$ cat src/rtl/skf_pkg.sv
`timescale 1ns / 1ps
`default_nettype none

package skf_pkg;

  localparam int unsigned DATA_W        = 32;
  localparam int unsigned FRAC_BITS_DEF = 16;
  localparam int unsigned CFG_IDX_W     = 1;

  // Reset value of both noise registers (1.0 in the default format)
  localparam logic [DATA_W-1:0] NOISE_RESET = 32'd65536;

  // Configuration register indexes
  localparam logic [CFG_IDX_W-1:0] REG_PROCESS_NOISE = 1'd0;
  localparam logic [CFG_IDX_W-1:0] REG_MEASURE_NOISE = 1'd1;

  typedef enum logic [2:0] {
    ST_IDLE,
    ST_PRED,
    ST_DEN,
    ST_DIV,
    ST_PREP,
    ST_MUL,
    ST_DONE
  } skf_state_e;

endpackage

`default_nettype wire

$ cat src/rtl/scalar_kalman_filter.sv
`timescale 1ns / 1ps
`default_nettype none

// One-dimensional Kalman filter on signed fixed-point samples (FRAC_BITS fraction bits).
// Input channel: measurement_i with in_valid_i / in_stall_o. Output channel: estimate_o
// with out_valid_o / out_stall_i. A transaction moves when valid is high and stall is low.
// Configuration: pulse cfg_we_i with cfg_idx_i (0 = process noise Q, 1 = measurement
// noise R) and cfg_data_i; write only while the filter is idle.
// Each measurement yields exactly one estimate. A new measurement is taken only once the
// previous one has been worked through and the filter is idle again. The work is done by
// the bit-serial restoring divider that forms the gain (one quotient bit a cycle) and
// then by two shift-add multipliers that run side by side (one gain bit a cycle).
// The finished estimate sits in an output register, so a stalled receiver holds the
// result there while the next measurement is taken and processed; the filter waits in
// its last step only if a new result is ready before the old one has been taken.
// Reset clears the estimate and the error variance to zero, sets Q and R to 1.0 in the
// default format (raw 65536) and empties the output register.
module scalar_kalman_filter
  import skf_pkg::*;
#(
  parameter int unsigned FRAC_BITS = FRAC_BITS_DEF
) (
  input  wire logic                 clk_i,
  input  wire logic                 rst_ni,
  input  wire logic                 cfg_we_i,
  input  wire logic [CFG_IDX_W-1:0] cfg_idx_i,
  input  wire logic [DATA_W-1:0]    cfg_data_i,
  input  wire logic                 in_valid_i,
  output logic                      in_stall_o,
  input  wire logic signed [DATA_W-1:0] measurement_i,
  output logic                      out_valid_o,
  input  wire logic                 out_stall_i,
  output logic signed [DATA_W-1:0]  estimate_o
);

  localparam int unsigned GAIN_W = FRAC_BITS + 1;
  localparam int unsigned CNT_W  = $clog2(FRAC_BITS + 1);
  localparam logic [GAIN_W-1:0] GAIN_ONE = GAIN_W'(1) << FRAC_BITS;
  localparam logic [CNT_W-1:0]  DIV_LAST = CNT_W'(FRAC_BITS - 1);
  localparam logic [CNT_W-1:0]  MUL_LAST = CNT_W'(FRAC_BITS);

  skf_state_e state_q, state_d;

  // Configuration registers
  logic [DATA_W-1:0] pnoise_q, mnoise_q;

  // Filter state
  logic signed [DATA_W-1:0] est_q;
  logic [DATA_W-1:0]        var_q;

  // Working registers for one transaction
  logic signed [DATA_W-1:0] meas_q;
  logic [DATA_W-1:0]        pred_q;
  logic [DATA_W:0]          den_q;
  logic                     dnz_q;
  logic [DATA_W:0]          rem_q;
  logic [GAIN_W-1:0]        gain_q;
  logic [GAIN_W-1:0]        omg_q;
  logic [CNT_W-1:0]         cnt_q;
  logic signed [DATA_W:0]   diff_q;
  logic signed [DATA_W+2:0] dhi_q;
  logic [DATA_W+1:0]        vhi_q;

  // Output register
  logic                     out_valid_q;
  logic signed [DATA_W-1:0] out_q;

  // Control decodes
  logic in_take;
  logic out_take;
  logic out_free;
  logic finish;

  // Datapath terms
  logic [DATA_W:0]          pred_sum;
  logic [DATA_W-1:0]        pred_sat;
  logic [DATA_W:0]          den_sum;
  logic [DATA_W+1:0]        rem_dbl;
  logic                     qbit;
  logic signed [DATA_W+2:0] dhi_add;
  logic [DATA_W+1:0]        vhi_add;
  logic signed [DATA_W+3:0] est_sum;
  logic signed [DATA_W-1:0] est_new;

  // ---------------------------------------------------------------------------
  // Sequencer: next state
  // ---------------------------------------------------------------------------
  always_comb begin
    state_d = state_q;
    case (state_q)
      ST_IDLE: begin
        if (in_valid_i) state_d = ST_PRED;
      end
      ST_PRED: state_d = ST_DEN;
      ST_DEN:  state_d = ST_DIV;
      ST_DIV: begin
        if (cnt_q == DIV_LAST) state_d = ST_PREP;
      end
      ST_PREP: state_d = ST_MUL;
      ST_MUL: begin
        if (cnt_q == MUL_LAST) state_d = ST_DONE;
      end
      ST_DONE: begin
        if (out_free) state_d = ST_IDLE;
      end
      default: state_d = ST_IDLE;
    endcase
  end

  // ---------------------------------------------------------------------------
  // Sequencer: outputs
  // ---------------------------------------------------------------------------
  always_comb begin
    in_stall_o = (state_q != ST_IDLE);
    in_take    = in_valid_i && (state_q == ST_IDLE);
    out_take   = out_valid_q && !out_stall_i;
    out_free   = !out_valid_q || !out_stall_i;
    finish     = (state_q == ST_DONE) && out_free;
  end

  assign out_valid_o = out_valid_q;
  assign estimate_o  = out_q;

  // ---------------------------------------------------------------------------
  // Datapath terms
  // ---------------------------------------------------------------------------
  // Predicted variance, saturating at the all-ones value
  assign pred_sum = {1'b0, var_q} + {1'b0, pnoise_q};
  assign pred_sat = pred_sum[DATA_W] ? {DATA_W{1'b1}} : pred_sum[DATA_W-1:0];

  // Gain denominator in 33 bits
  assign den_sum = {1'b0, pred_q} + {1'b0, mnoise_q};

  // Restoring division step; a zero denominator yields no quotient bits
  assign rem_dbl = {rem_q, 1'b0};
  assign qbit    = dnz_q && (rem_dbl >= {1'b0, den_q});

  // Shift-add steps, least significant multiplier bit first
  assign dhi_add = dhi_q + (gain_q[0] ? {{2{diff_q[DATA_W]}}, diff_q} : '0);
  assign vhi_add = vhi_q + (omg_q[0] ? {2'b00, pred_q} : '0);

  // Estimate update; the gain never exceeds 1.0, so the guard never fires in practice
  assign est_sum = {{4{est_q[DATA_W-1]}}, est_q} + {dhi_q[DATA_W+2], dhi_q};
  always_comb begin
    if (est_sum > (DATA_W+4)'(signed'({1'b0, {(DATA_W-1){1'b1}}}))) begin
      est_new = {1'b0, {(DATA_W-1){1'b1}}};
    end else if (est_sum < (DATA_W+4)'(signed'({1'b1, {(DATA_W-1){1'b0}}}))) begin
      est_new = {1'b1, {(DATA_W-1){1'b0}}};
    end else begin
      est_new = est_sum[DATA_W-1:0];
    end
  end

  // ---------------------------------------------------------------------------
  // Control registers
  // ---------------------------------------------------------------------------
  always_ff @(posedge clk_i or negedge rst_ni) begin
    if (!rst_ni) begin
      state_q     <= ST_IDLE;
      pnoise_q    <= NOISE_RESET;
      mnoise_q    <= NOISE_RESET;
      est_q       <= '0;
      var_q       <= '0;
      out_valid_q <= 1'b0;
    end else begin
      state_q <= state_d;
      if (cfg_we_i) begin
        case (cfg_idx_i)
          REG_PROCESS_NOISE: pnoise_q <= cfg_data_i;
          REG_MEASURE_NOISE: mnoise_q <= cfg_data_i;
          default: ;
        endcase
      end
      if (finish) begin
        // commit filter state and present the result
        est_q       <= est_new;
        var_q       <= vhi_q[DATA_W-1:0];
        out_valid_q <= 1'b1;
      end else if (out_take) begin
        out_valid_q <= 1'b0;
      end
    end
  end

  // ---------------------------------------------------------------------------
  // Working registers (no reset needed)
  // ---------------------------------------------------------------------------
  always_ff @(posedge clk_i) begin
    if (in_take) meas_q <= measurement_i;
    if (finish) out_q <= est_new;

    case (state_q)
      ST_PRED: pred_q <= pred_sat;
      ST_DEN: begin
        den_q <= den_sum;
        dnz_q <= (den_sum != '0);
        cnt_q <= '0;
        // With R = 0 the quotient is exactly 1.0 (or 0 when pred is 0 too);
        // otherwise pred < den and the integer bit is zero.
        if (mnoise_q == '0) begin
          rem_q  <= '0;
          gain_q <= (pred_q != '0) ? GAIN_W'(1) : '0;
        end else begin
          rem_q  <= {1'b0, pred_q};
          gain_q <= '0;
        end
      end
      ST_DIV: begin
        rem_q  <= qbit ? (rem_dbl[DATA_W:0] - den_q) : rem_dbl[DATA_W:0];
        gain_q <= {gain_q[GAIN_W-2:0], qbit};
        cnt_q  <= cnt_q + CNT_W'(1);
      end
      ST_PREP: begin
        omg_q  <= GAIN_ONE - gain_q;
        diff_q <= {meas_q[DATA_W-1], meas_q} - {est_q[DATA_W-1], est_q};
        dhi_q  <= '0;
        vhi_q  <= '0;
        cnt_q  <= '0;
      end
      ST_MUL: begin
        gain_q <= gain_q >> 1;
        omg_q  <= omg_q >> 1;
        cnt_q  <= cnt_q + CNT_W'(1);
        if (cnt_q == MUL_LAST) begin
          // weight of the top bit is 1.0: add without shifting
          dhi_q <= dhi_add;
          vhi_q <= vhi_add;
        end else begin
          dhi_q <= dhi_add >>> 1;
          vhi_q <= vhi_add >> 1;
        end
      end
      default: ;
    endcase
  end

endmodule

`default_nettype wire

$ cat config.mk
export PLATFORM = sky130hd
export DESIGN_NAME = scalar_kalman_filter
export DESIGN_NICKNAME = d
export VERILOG_FILES = /design/src/rtl/skf_pkg.sv /design/src/rtl/scalar_kalman_filter.sv
export SDC_FILE = /design/constraint.sdc
export NUM_CORES = 1
export LEC_CHECK = 0
export ABC_AREA = 1
export BUFFER_PORTS_ARGS = -buffer_cell sky130_fd_sc_hd__buf_2
export CAP_MARGIN = 10
export CORE_MARGIN = 1.5
export CORE_UTILIZATION = 50
export DETAILED_ROUTE_END_ITERATION = 8
export PLACE_DENSITY_LB_ADDON = 0.12
export SLEW_MARGIN = 20
export SYNTH_ARGS = -nofsm -noshare
export SYNTH_HDL_FRONTEND = slang
export SYNTH_SLANG_ARGS = --single-unit
export TNS_END_PERCENT = 50
$ cat constraint.sdc
create_clock -name clk_i -period 7.24 [get_ports clk_i]
set_input_delay 1.448 -clock clk_i [delete_from_list [all_inputs] [get_ports clk_i]]
set_output_delay 1.448 -clock clk_i [all_outputs]
set_load 0.03 [all_outputs]
Yosys cells after proc, flatten, opt, wreduce, memory -nomap -nowiden
Index checks and enable logic that the tools add are counted.

storage, ports and cells
  flip-flop bits (word level) = 436
  output and inout bits = 34
  RAM bits = 0
  logic and storage cells = 88
  bits of input ports = 70
  ROM bits = 0
  bits in latches = 0
  memories kept = 0

cells by class
  bitwise gates (word level) = 1
  add/subtract/negate cells = 9
  magnitude comparators = 3
  muxes and demuxes = 23
  reduce and logical (&&, ||, !) cells = 22
  $mul = 0
  equality and inequality tests = 12
  shifts and indexed selects = 0
  divide/modulo/power cells = 0

operators by type and width
  kind                    number
  $mux 32                 4
  $pmux 35 s2             1
  $mux 34                 2
  $pmux 34 s2             1
  $add 32x32->33          2
  $pmux 33 s2             1
  $pmux 17 s3             1
  $add 32x35->36          1
  $gt 36x32->1 const B    1
  $lt 36x32->1 const B    1
  $add 35x35->35          1
  $mux 35                 1
  $add 34x32->34          1
  $ge 34x33->1            1
  $pmux 17 s2             1
  $mux 33                 1
  $reduce_bool 33->1      1
  $sub 32x32->33          1
  $sub 33x33->33          1
  $logic_not 32->1        1
  $reduce_bool 32->1      1
  $pmux 3 s7              1
  $sub 17x17->17 const A  1
  $mux 3                  4
  other kinds (19)        38

Logic depth before layout (Yosys ltp)
  depth after elaboration = 4
  mapped depth = 21
  mapped depth without buffers = 20

Least setup slack after synthesis
OpenSTA, ideal clock, no wires.

  path kind = register -> register
  start point = register state_q[0]
  end point = register dhi_q[0] (enable)
  data required time = 6,792 ps
  period minus slack after synthesis = 5,465 ps
  buffers on the path = 0
  library setup time = 448 ps
  cell stages (with the launch flop) = 4
  slack = 1,775 ps
  data arrival time = 5,017 ps
  cells stage by stage = dfrtp_1 > nor3_1 > inv_1 > nand2_1

between the ends
  longest elaborated chain between the ends = 2
  elaborated cells between the ends (all ways) = 3
  those cells by class = 2 x eq/ne; 1 x reduce/logical

ends and longest elaborated chain
  what                                  RTL line                     RTL
  start: declaration                    scalar_kalman_filter.sv:42   skf_state_e state_q, state_d;
  start signal: assignment              scalar_kalman_filter.sv:166  state_q <= state_d;
  $eq 3x3->1                            scalar_kalman_filter.sv:192  case (state_q)
  $reduce_bool 2->1 (no source line) *  -
  end signal: assignment                scalar_kalman_filter.sv:226  dhi_q <= dhi_add;
  end signal: assignment                scalar_kalman_filter.sv:229  dhi_q <= dhi_add >>> 1;
  end: declaration                      scalar_kalman_filter.sv:61   logic signed [DATA_W+2:0] dhi_q;

Every way passes the cells marked *; elsewhere a longest branch is shown, timed or not.
A chain may end at the register's enable or synchronous reset.

Worst setup path after layout
  start point = register gain_q[0]
  end point = register dhi_q[24], data pin

between the ends
  longest elaborated chain between the ends = 4

ends and longest elaborated chain
  what                      RTL line                     RTL
  start: declaration        scalar_kalman_filter.sv:57   logic [GAIN_W-1:0] gain_q;
  start signal: assignment  scalar_kalman_filter.sv:202  gain_q <= (pred_q != '0) ? GAIN_W'(1) : '0;
  start signal: assignment  scalar_kalman_filter.sv:210  gain_q <= {gain_q[GAIN_W-2:0], qbit};
  start signal: assignment  scalar_kalman_filter.sv:221  gain_q <= gain_q >> 1;
  $mux 35                   scalar_kalman_filter.sv:139  assign dhi_add = dhi_q + (gain_q[0] ? {{2{diff_q[DATA_W]}}, diff_q} : '0);
  $add 35x35->35            scalar_kalman_filter.sv:139
  $mux 34                   scalar_kalman_filter.sv:224  if (cnt_q == MUL_LAST) begin
  $pmux 35 s2               scalar_kalman_filter.sv:192

No other way between the ends.

==> out/metrics.cfg <==
[synthesis]
yosys.area_share.simple_pct = 23.8
synth_top_family_by_area = simple AND/OR/NAND/NOR gates
synth_compound_area_share_pct = 13.6
synthFlopType = edfxtp_1
yosys_warnings = 0
netlist_instances = 3894
async_flop_share_pct = 30.3
yosysTopAreaCell = edfxtp_1
synth_edf_count = 304
muxShareOfSynthArea_pct = 0
synth_area_mm2 = 0.0306
synthXorXnorAreaFrac_pct = 4.87
syn-num-nets = 4205
synthTopCellsByArea = edfxtp_1 30%, nand2_1 13%, dfrtp_1 11%, ha_1 9.6%, inv_1 5.7%
yosysSeqAreaShare_pct = 40.7
avgSynthCellArea_um2 = 7.85
synth_seq_cells = 436
synth_top_area_share_pct = 29.9
synth-adder-area-share_pct = 10.0
yosysUniqueCellTypes = 53

[cells_and_area]
fin_nets = 4303
regArea_mm2 = 0.0124
layout_commonest_cell = nand2_1
drive_gt1_share_pct = 7.06
final_cell_mix = 1075 x nand2_1, 465 x inv_1, 304 x edfxtp_1, 298 x nor2_1, 272 x a21oi_1
multi_input_area_mm2 = 0.0160
area_delta_synth_final_pct = 9.99
insertedDiodeCount = 0
finalNonFillerCells = 4817
nFillCells = 5827

[timing]
report.final.hold_viol_count = 0
clock.fmax_mhz = 272
skew_ns = 0.0242
drv_slew = 0
setup_viol = 0
timing.final.crit_share_pct = 50.8
fin_crit_ns = 3.68
rsz0062_at_grt = no
holdWs_ns = 0.485
worstMarginPinSlew_ns = 1.11
finalSetupTns_ns = 0
slew_headroom_pct = 25.2

[cts]
htree_levels = 2
postCtsHoldBufs = 0
cts_resized = 0
root_buffer = clkbuf_16
cts.path.max_buffers = 3
clock_latency_ns = 0.62
cts_buffers = 51
cts_tree = yes
cts_sinks = 436
cts_setup_buffers = 0
clkTransAtPathRegs_ns = 0.06

[route]
routed_via_density = 5.53
wirelength_um = 86800
drc = 0
drt_iter0_markers = 2325
vias = 26643
wl_per_cell_um = 18.0
ant_nets = 0
firstDrtPassIters = 6

[die]
die_w_um = 250
core-area_mm2 = 0.0604
core.rowCount = 90
die_y_um = 250
ios = 104
start_util_pct = 50.7
die-area_mm2 = 0.0627

[power_and_ir_drop]
power_frac_comb_pct = 57.5
swShare_pct = 48.5
intPower_mw = 9.04
power_frac_clock_pct = 15.5
p_sw_mw = 8.53
power_density_mw_per_mm2 = 523
peakVddDrop_mv = 0.230
power.static_leakage_nw = 15.7
seqPwrFrac_pct = 27.0

[global_route]
grt_max_degree = 76
grt-ovfl-total = 0
grt_pass1_wl_um = 137000
gr-usage-all-layers_pct = 27.6
antenna_found_initial = 3
grt_pass1_vias = 25069

[placement]
place_inst = 4721
portBuffers = 103
place_congestion = 0.987
dp_hpwl_um = 67100

[worst_setup_path]
cp.required_ns = 7.60
cp-end-kind = flop
worstSetupPathType = flop to flop
start_kind = flop
worstPathArrival_ns = 4.04
critPathMaxFanout = 35

[status]
status = complete, no violations

[worst_hold_path]
hold_class = flop to flop

[flow_run]
max-cap-violations = 0

## layer usage
metal | track usage, % | share of wire, % | wire length (µm)
met3 | 3.41 | 6.4 | 5570
met5 | 0 | 0 | 0
met4 | 5.73 | 1.8 | 1570
met2 | 42.3 | 43 | 37700
met1 | 41.7 | 48 | 41900
## registers in the layout (all words and copies together), names as in the netlist
| signal | cells |
|---|---|
| estimate_o | 32 |
| pnoise_q | 32 |
| mnoise_q | 32 |
| est_q | 32 |
| omg_q | 17 |
| meas_q | 32 |
| gain_q | 17 |
| dnz_q | 1 |
| cnt_q | 5 |
| rem_q | 33 |
| pred_q | 32 |
| out_valid_o | 1 |
| state_q | 3 |
| diff_q | 33 |
| var_q | 32 |
| dhi_q | 35 |
| den_q | 33 |
| vhi_q | 34 |
## stage by stage
step	setup WS [ns]	cell area, µm²	util [%]	total power [mW]
after CTS	3.64	33600	55.7	17.5
after detailed placement	3.68	31900	52.8	14.7
after global routing	3.23	33600	55.7	19.1
after global placement	3.70	31900	52.8	14.7
after floorplan	1.78	30600	-	12.2
final	3.56	33600	55.7	17.6
## layout make-up
class	count	area share [%]
clock buffer	70	4.22
inverter	472	5.27
sequential	436	37.0
tap	782	2.91
multi-input combinational	2909	47.7
timing repair buffer	122	1.98
clock inverter	26	0.963
## kinds of logic after synthesis
group | after synthesis
xor+xnor | 170
compound gates | 743
fa+ha+maj | 241
simple gates | 1755
flops | 436
buf+inv | 549
## synth_stat cells (5+ instances only)
cell,count
o221ai_1,6
nor3_1,45
o21ai_0,256
nand4_1,46
ha_1,234
clkbuf_1,56
a21o_1,33
nor4_1,26
xor2_1,90
a21boi_1,6
a31oi_1,12
edfxtp_1,304
o21bai_1,20
a21boi_0,8
o22ai_1,54
or2_2,16
buf_2,12
nand2_2,39
fa_1,7
nand2_1,1079
o21ai_2,5
o21a_1,18
o211ai_1,12
o21ai_1,22
dfrtp_1,130
a21oi_1,272
a211oi_1,6
nand3b_1,14
nand3_1,174
xnor2_1,80
nor2_1,303
inv_1,466
## power by group through the flow
stage	clock (mW)	combinational, mW	sequential, mW
6_report	2.73	10.1	4.75
4_1_cts	2.78	10.0	4.74
3_5_place_dp	0	9.94	4.78
5_1_grt	2.86	11.4	4.82
2_1_floorplan	0	7.62	4.54
3_3_place_gp	0	9.94	4.76
## path summary, 6_finish.rpt
| kind | start | end | slack, ns | cells past startpoint |
|---|---|---|---|---|
| max | gain_q[0] | dhi_q[24] | 3.56 | 16 |
| min | vhi_q[3] | var_q[3] | 0.48 | 2 |
| max reg2reg | gain_q[0] | dhi_q[24] | 3.56 | 16 |
| max in group asynchronous | rst_ni | est_q[31] | 4.96 | 2 |
| min reg2reg | vhi_q[3] | var_q[3] | 0.48 | 2 |
| min in group asynchronous | rst_ni | pnoise_q[15] | 0.88 | 1 |
## worst max-delay path, cell delays in order (launching register included)
cell and delay [ns]:
edfxtp_1 0.34, buf_4 0.34, nand2_1 0.09, inv_1 0.07, ha_1 0.19, inv_1 0.07
fa_1 0.47, o21ai_1 0.33, a21oi_1 0.17, o21ai_1 0.39, a21boi_1 0.22, o21ai_1 0.27
nand2_1 0.09, inv_1 0.08, o21ai_0 0.10, nand3_1 0.10, nand2_1 0.07
No activity file was read; power rests on OpenSTA's default activity.
